$ cat src/rtl/sm3_pkg.sv
// ----------------------------------------------------------------------------
// SM3 hash package
// Shared constants and round functions for the SM3 hash core.
// ----------------------------------------------------------------------------
package sm3_pkg;

    localparam logic [31:0] IV_WORDS [8] = '{
        32'h7380166f, 32'h4914b2b9, 32'h172442d7, 32'hda8a0600,
        32'ha96f30bc, 32'h163138aa, 32'he38dee4d, 32'hb0fb0e4e
    };
    localparam logic [31:0] T_LOW  = 32'h79cc4519;
    localparam logic [31:0] T_HIGH = 32'h7a879d8a;
    localparam logic [7:0]  PAD_BYTE = 8'h80;

    function automatic logic [31:0] rotl(input logic [31:0] v, input logic [4:0] amt);
        logic [63:0] d;
        begin
            d = {v, v} << amt;
            rotl = d[63:32];
        end
    endfunction

    function automatic logic [31:0] perm0(input logic [31:0] v);
        perm0 = v ^ rotl(v, 5'd9) ^ rotl(v, 5'd17);
    endfunction

    function automatic logic [31:0] perm1(input logic [31:0] v);
        perm1 = v ^ rotl(v, 5'd15) ^ rotl(v, 5'd23);
    endfunction

endpackage

$ cat src/rtl/sm3_round.sv
// ----------------------------------------------------------------------------
// SM3 compression round
// One round of the SM3 compression: new A..H from the current ones.
// ----------------------------------------------------------------------------
module sm3_round (
    input  logic [5:0]  round,
    input  logic [31:0] w_j,
    input  logic [31:0] wp_j,
    input  logic [31:0] cur [8],
    output logic [31:0] nxt [8]
);
    import sm3_pkg::*;

    logic [31:0] t, a12, ss1, ss2, ff, gg, tt1, tt2;

    always_comb
    begin
        a12 = rotl(cur[0], 5'd12);
        if (round < 6'd16)
        begin
            t  = rotl(T_LOW, round[4:0]);
            ff = cur[0] ^ cur[1] ^ cur[2];
            gg = cur[4] ^ cur[5] ^ cur[6];
        end
        else
        begin
            t  = rotl(T_HIGH, round[4:0]);
            ff = (cur[0] & cur[1]) | (cur[0] & cur[2]) | (cur[1] & cur[2]);
            gg = (cur[4] & cur[5]) | (~cur[4] & cur[6]);
        end
        ss1 = rotl(a12 + cur[4] + t, 5'd7);
        ss2 = ss1 ^ a12;
        tt1 = ff + cur[3] + ss2 + wp_j;
        tt2 = gg + cur[7] + ss1 + w_j;
        nxt[0] = tt1;
        nxt[1] = cur[0];
        nxt[2] = rotl(cur[1], 5'd9);
        nxt[3] = cur[2];
        nxt[4] = perm0(tt2);
        nxt[5] = cur[4];
        nxt[6] = rotl(cur[5], 5'd19);
        nxt[7] = cur[6];
    end

endmodule

$ cat src/rtl/sm3_hash_core.sv
// ----------------------------------------------------------------------------
// SM3 hash core
// Hashes a message given as 32-bit big-endian words and emits the digest.
// ----------------------------------------------------------------------------
// A word is taken while the core is idle and is written to the message
// memory at the current fill position. The sixteenth word of a block starts
// the compression: the load state reads the block from the memory into a
// 16-word expansion window, the round state runs the 64 rounds while the
// window shifts and produces the expanded words, and the fold state folds the
// result into the chaining value. The input is stalled while the block is
// compressed. On a last word the core writes the padding words one a cycle
// (up to 17 extra words, one or two blocks) and compresses them. It then
// presents the eight digest words in order, one per accepted result, and
// keeps the input stalled until the eighth word is taken.
module sm3_hash_core (
    input  logic        clk,
    input  logic        rst_n,
    input  logic        in_valid,
    output logic        in_stall,
    input  logic [31:0] data_word,
    input  logic [2:0]  byte_count,
    input  logic        last_word,
    output logic        out_valid,
    input  logic        out_stall,
    output logic [31:0] digest_word,
    output logic [2:0]  word_index,
    output logic        last_digest
);
    import sm3_pkg::*;

    typedef enum logic [5:0] {
        S_IDLE = 6'b000001,
        S_PAD  = 6'b000010,
        S_LOAD = 6'b000100,
        S_RND  = 6'b001000,
        S_FOLD = 6'b010000,
        S_OUT  = 6'b100000
    } state_t;

    state_t      state_reg, state_next;
    // Message word memory for the block being gathered.
    logic [31:0] wmem [16];
    logic [31:0] rd_data_reg;
    logic [31:0] chain_reg [8];
    logic [31:0] work_reg [8];
    logic [31:0] rnd_out [8];
    logic [31:0] win_reg [16];
    logic [63:0] bitlen_reg;
    logic [3:0]  fill_reg;
    logic [6:0]  cnt_reg;
    logic        final_reg;
    logic        mark_reg;
    logic        len_done_reg;
    logic [2:0]  oidx_reg;

    logic        wr_en;
    logic [3:0]  wr_addr;
    logic [31:0] wr_data;
    logic [3:0]  rd_addr;
    logic [31:0] pad_word;
    logic [63:0] len_final;
    logic [2:0]  cnt_sat;

    // Window: win_reg[0] is W[j], win_reg[4] is W[j+4].
    logic [31:0] w_j, wp_j;
    assign w_j  = win_reg[0];
    assign wp_j = win_reg[0] ^ win_reg[4];

    sm3_round u_round (
        .round (cnt_reg[5:0]),
        .w_j   (w_j),
        .wp_j  (wp_j),
        .cur   (work_reg),
        .nxt   (rnd_out)
    );

    assign in_stall    = (state_reg != S_IDLE);
    assign out_valid   = (state_reg == S_OUT);
    assign digest_word = chain_reg[oidx_reg];
    assign word_index  = oidx_reg;
    assign last_digest = (oidx_reg == 3'd7);

    assign cnt_sat   = (byte_count > 3'd4) ? 3'd4 : byte_count;
    assign len_final = bitlen_reg + {58'd0, cnt_sat, 3'd0};

    // Expanded word W[j+16] from the fixed taps of the shifting window.
    logic [31:0] w16_j;
    assign w16_j = perm1(win_reg[0] ^ win_reg[7] ^ rotl(win_reg[13], 5'd15))
                   ^ rotl(win_reg[3], 5'd7) ^ win_reg[10];

    always_comb
    begin
        unique case (cnt_sat)
            3'd0:    pad_word = {PAD_BYTE, 24'd0};
            3'd1:    pad_word = {data_word[31:24], PAD_BYTE, 16'd0};
            3'd2:    pad_word = {data_word[31:16], PAD_BYTE, 8'd0};
            3'd3:    pad_word = {data_word[31:8], PAD_BYTE};
            default: pad_word = data_word;
        endcase
    end

    always_comb
    begin
        state_next = state_reg;
        wr_en   = 1'b0;
        wr_addr = fill_reg;
        wr_data = 32'd0;
        rd_addr = 4'd0;
        unique case (state_reg)
            S_IDLE:
            begin
                if (in_valid)
                begin
                    wr_en   = 1'b1;
                    wr_data = last_word ? pad_word : data_word;
                    if (last_word)
                        state_next = (fill_reg == 4'd15) ? S_LOAD : S_PAD;
                    else if (fill_reg == 4'd15)
                        state_next = S_LOAD;
                end
            end
            S_PAD:
            begin
                wr_en = 1'b1;
                if (mark_reg)
                    wr_data = {PAD_BYTE, 24'd0};
                else if (fill_reg == 4'd14)
                    wr_data = bitlen_reg[63:32];
                else if (fill_reg == 4'd15 && len_done_reg)
                    wr_data = bitlen_reg[31:0];
                if (fill_reg == 4'd15)
                    state_next = S_LOAD;
            end
            S_LOAD:
            begin
                rd_addr = cnt_reg[3:0];
                if (cnt_reg == 7'd16)
                    state_next = S_RND;
            end
            S_RND:
            begin
                if (cnt_reg == 7'd63)
                    state_next = S_FOLD;
            end
            S_FOLD:
            begin
                if (final_reg && len_done_reg)
                    state_next = S_OUT;
                else if (final_reg)
                    state_next = S_PAD;
                else
                    state_next = S_IDLE;
            end
            S_OUT:
            begin
                if (!out_stall && oidx_reg == 3'd7)
                    state_next = S_IDLE;
            end
            default: state_next = S_IDLE;
        endcase
    end

    always_ff @(posedge clk)
    begin
        if (wr_en)
            wmem[wr_addr] <= wr_data;
        rd_data_reg <= wmem[rd_addr];
    end

    always_ff @(posedge clk or negedge rst_n)
    begin
        if (!rst_n)
        begin
            state_reg    <= S_IDLE;
            bitlen_reg   <= 64'd0;
            fill_reg     <= 4'd0;
            cnt_reg      <= 7'd0;
            final_reg    <= 1'b0;
            mark_reg     <= 1'b0;
            len_done_reg <= 1'b0;
            oidx_reg     <= 3'd0;
            for (int i = 0; i < 8; i++)
            begin
                chain_reg[i] <= IV_WORDS[i];
                work_reg[i]  <= 32'd0;
            end
            for (int i = 0; i < 16; i++)
                win_reg[i] <= 32'd0;
        end
        else
        begin
            state_reg <= state_next;
            unique case (state_reg)
                S_IDLE:
                begin
                    if (in_valid)
                    begin
                        fill_reg <= fill_reg + 4'd1;
                        cnt_reg  <= 7'd0;
                        if (last_word)
                        begin
                            bitlen_reg <= len_final;
                            final_reg  <= 1'b1;
                            // A full last word still needs its own 0x80 word.
                            mark_reg     <= (cnt_sat == 3'd4);
                            len_done_reg <= 1'b0;
                        end
                        else
                            bitlen_reg <= bitlen_reg + 64'd32;
                    end
                end
                S_PAD:
                begin
                    fill_reg <= fill_reg + 4'd1;
                    cnt_reg  <= 7'd0;
                    mark_reg <= 1'b0;
                    // Slot 14 without a pending marker word opens the length words.
                    if (!mark_reg && fill_reg == 4'd14)
                        len_done_reg <= 1'b1;
                end
                S_LOAD:
                begin
                    cnt_reg <= cnt_reg + 7'd1;
                    if (cnt_reg != 7'd0)
                    begin
                        for (int i = 0; i < 15; i++)
                            win_reg[i] <= win_reg[i + 1];
                        win_reg[15] <= rd_data_reg;
                    end
                    if (cnt_reg == 7'd16)
                    begin
                        cnt_reg <= 7'd0;
                        for (int i = 0; i < 8; i++)
                            work_reg[i] <= chain_reg[i];
                    end
                end
                S_RND:
                begin
                    cnt_reg <= cnt_reg + 7'd1;
                    for (int i = 0; i < 8; i++)
                        work_reg[i] <= rnd_out[i];
                    for (int i = 0; i < 15; i++)
                        win_reg[i] <= win_reg[i + 1];
                    win_reg[15] <= w16_j;
                end
                S_FOLD:
                begin
                    cnt_reg  <= 7'd0;
                    fill_reg <= 4'd0;
                    for (int i = 0; i < 8; i++)
                        chain_reg[i] <= chain_reg[i] ^ work_reg[i];
                    if (final_reg && len_done_reg)
                        oidx_reg <= 3'd0;
                end
                S_OUT:
                begin
                    if (!out_stall)
                    begin
                        oidx_reg <= oidx_reg + 3'd1;
                        if (oidx_reg == 3'd7)
                        begin
                            for (int i = 0; i < 8; i++)
                                chain_reg[i] <= IV_WORDS[i];
                            bitlen_reg   <= 64'd0;
                            final_reg    <= 1'b0;
                            mark_reg     <= 1'b0;
                            len_done_reg <= 1'b0;
                        end
                    end
                end
                default: ;
            endcase
        end
    end

    assert property (@(posedge clk) disable iff (!rst_n)
        out_valid |-> in_stall)
        else $error("input taken while digest is shown");
    assert property (@(posedge clk) disable iff (!rst_n)
        (state_reg == S_RND) |-> (cnt_reg < 7'd64))
        else $error("round counter out of range");
    assert property (@(posedge clk) disable iff (!rst_n)
        (out_valid && out_stall) |=> ($stable(oidx_reg) && out_valid))
        else $error("digest index moved while stalled");

endmodule

$ cat config.mk
export PLATFORM = sky130hd
export DESIGN_NAME = sm3_hash_core
export DESIGN_NICKNAME = d
export VERILOG_FILES = /design/src/rtl/sm3_pkg.sv /design/src/rtl/sm3_round.sv /design/src/rtl/sm3_hash_core.sv
export SDC_FILE = /design/constraint.sdc
export NUM_CORES = 2
export LEC_CHECK = 0
export BUFFER_PORTS_ARGS = -buffer_cell sky130_fd_sc_hd__buf_2
export CAP_MARGIN = 20
export CORE_ASPECT_RATIO = 0.75
export CORE_MARGIN = 1
export CORE_UTILIZATION = 30
export DETAILED_ROUTE_END_ITERATION = 7
export HOLD_SLACK_MARGIN = 0.06
export PLACE_DENSITY_LB_ADDON = 0.15
export SYNTH_ARGS = -nofsm -noshare
export SYNTH_HDL_FRONTEND = slang
export SYNTH_SLANG_ARGS = --single-unit
$ cat constraint.sdc
create_clock -name clk -period 16.11 [get_ports clk]
set_input_delay 4.833 -clock clk [delete_from_list [all_inputs] [get_ports clk]]
set_output_delay 4.833 -clock clk [all_outputs]
set_load 0.005 [all_outputs]
==> flow_metrics.py <==
metrics = {
    "worst_setup_path": {
        "worst_path_max_delay_cell": "a311oi_1",
        "cp.required_ps": 16790,
        "critPathArrivalTime_ps": 11840,
        "path_delay_family": "compound AO/OA/AOI/OAI gates",
        "cp-end-kind": "register",
        "cp_max_fo": 32,
        "critical_path_class": "reg2reg",
        "worst_path_largest_cell_delay_ps": 810,
        "crit_path_start_kind": "register",
        "critPathMostFrequentCell": "o21ai_0",
        "critPathBufInv": 7,
    },
    "clocking": {
        "cts_tree": "yes",
        "clockBufferDepth": 4,
        "clk_latency_ps": 900,
        "cts-root-buf": "clkbuf_16",
        "clock_sinks": 1652,
        "post_cts_buffers": 0,
        "clkTransAtPathRegs_ps": 70,
        "h-tree-depth": 4,
        "ctsHoldBuffers": 0,
        "ctsResizeCount": 0,
        "cts_buffers": 184,
    },
    "route": {
        "finalWirelength_microns": 307000,
        "drt_iter0_drc": 5345,
        "drc_errors": 0,
        "drt_first_pass_iters": 6,
        "antenna_left": 0,
        "dr_total_vias": 58842,
        "wire_per_inst_microns": 27.2,
        "drt-vias-per-instance": 5.21,
    },
    "timing": {
        "clock_skew_ps": 81.0,
        "setup_slack_ps": 4940,
        "grt_setup_unrepaired": "false",
        "setup_violations": 0,
        "slew_violations": 0,
        "hold_viol_final": 0,
        "fmax_mhz": 89.6,
        "max_slew_margin_pct": 11.1,
        "worstMarginPinSlew_ps": 1320,
        "timing.setup.tns_ps": 0,
        "fin_crit_sh_pct": 69.3,
        "post-route-min-period_ps": 11170,
    },
    "placed_design": {
        "gp_congestion": 0.924,
        "port_buffers": 77,
        "hpwl_microns": 213000,
        "dp_worst_setup_slack_ps": 5020,
    },
    "floorplanning": {
        "die_h_microns": 462,
        "die_w_microns": 615,
        "io_pins": 78,
        "initial_core_util_pct": 30.2,
        "core-area_sq_um": 280000,
        "num_rows": 168,
        "dieArea_sq_um": 284000,
    },
    "synth": {
        "synth.distinct_cells": 80,
        "async_flop_share_pct": 67.1,
        "ys_ff_latch": 1652,
        "ys_warn_count": 0,
        "synth_top_area_share_pct": 29.3,
        "ys_seq_area_share_pct": 51.9,
        "synth_edf_count": 512,
        "syn_area_per_cell_sq_um": 11.3,
        "synth_flop_cell": "dfrtp_1",
        "synth_area_leaders": "dfrtp_1 29%, edfxtp_1 18%, mux2_2 7.8%",
        "synth_nets": 7812,
        "synth_area_sq_um": 84500,
        "synth.most_common_cell": "dfrtp_1",
        "yosys.area.top_type": "dfrtp_1",
        "syn_inst": 7474,
        "synth_common_cells": "988 x dfrtp_1, 893 x nand2_1, 631 x nor2_1",
    },
    "final_layout": {
        "synthToLayoutAreaGrowth_pct": 12.4,
        "largest_reg_flops": 512,
        "drive_gt1_share_pct": 19.2,
        "fin_nets": 7748,
    },
    "min_path": {
        "hp-class": "reg2reg",
    },
    "run": {
        "cap_violations": 0,
    },
    "run_status": {
        "status": "complete, no violations",
    },
    "power": {
        "p_per_area_nw_per_um2": 231,
        "p_leak_nw": 38.1,
        "peakVddDrop_mv": 0.323,
    },
    "global_routing": {
        "grt.overflow.total": 0,
        "antenna_found_initial": 19,
        "grt_pass1_vias": 57458,
        "grt_use_total_pct": 21.4,
        "grt_max_degree": 192,
        "grt_pass1_wl_microns": 440000,
    },
}
-- kinds of logic (layout without fill, tap and decap cells) --
family / Yosys count / after routing / synth area share, %
AOI/OAI and AO/OA: 1625 / 1625 / 11.0
xor gates and xnor gates: 462 / 462 / 4.87
adders and majority gates: 298 / 298 / 6.09
buffers and inverters: 728 / 808 / 3.26
DFF: 1652 / 1652 / 51.9
muxes: 844 / 844 / 13.7
other: 0 / 5 / 0
and+or+nand+nor: 1865 / 1865 / 9.16
-- cell usage in the layout, fill, tap and decap left out, drive strengths merged, types with 192 or more instances in the layout --
master and n:
nand2 894, mux4 192, mux2 584, inv 259, clkbuf 259, nor2 633
xnor2 324, edfxtp 512, a31oi 322, o21ai 544, dfrtp 988, a21oi 498
buf 222
-- layout make-up --
cell class / instances / area, sq um
Inverter: 256 / 973
Sequential cell: 1652 / 43900
Fill cell: 27874 / 185000
Tap cell: 3740 / 4680
Antenna cell: 5 / 12.5
Clock buffer: 259 / 5140
Timing Repair Buffer: 222 / 1650
Multi-Input combinational cell: 5094 / 38000
Clock inverter: 71 / 578
-- final timing paths --
path / slack, ps / from / end / cells past startpoint
worst min-delay path: 460 / win_reg[474] / w_j[26] / 2
min in group asynchronous: 3960 / rst_n / work_reg[29] / 1
max in group asynchronous: 9530 / rst_n / work_reg[183] / 3
worst max-delay path: 4940 / cnt_reg[4] / work_reg[255] / 37
worst min register to register: 460 / win_reg[474] / w_j[26] / 2
worst max register to register: 4940 / cnt_reg[4] / work_reg[255] / 37
-- report_power, final --
part	leakage [nW]	switching, mW	internal [mW]
Sequential	19.2	0.639	4.74
Combinational	16.1	7.76	4.68
Clock	2.81	1.80	2.33
-- worst register-to-register path, delay by kind of cell, from the launching register on --
family,cells,cell delay [ps]
AO/OA/AOI/OAI,10,3490
adder cells (fa/ha/maj),7,3030
buffers and inverters,7,1590
AND/OR/NAND/NOR,8,1450
XOR/XNOR,3,670
multiplexers,2,460
flip-flops,1,320
-- through the flow --
step / util, % / cells / hold slack [ps] / cell area [sq um] / power, mW
after floorplan: - / 7474 / 437 / 84500 / 13.4
after global placement: 31.9 / 10959 / 457 / 89100 / 17.9
after detailed placement: 31.9 / 10959 / 464 / 89100 / 17.8
after CTS: 33.9 / 11289 / 459 / 94800 / 22.1
after global routing: 33.9 / 11295 / 503 / 94900 / 23.3
final: 33.9 / 11299 / 456 / 94900 / 21.9
-- routing by layer --
layer  track usage (%)  up-vias  wire length, microns
met5                 0        -                    31
met4              5.61        4                  8610
met3              2.81      357                 15100
met2              33.1     1525                137000
met1              31.6    30566                146000
li1                  -    26390                     -
(Power assumes the default switching activity.)
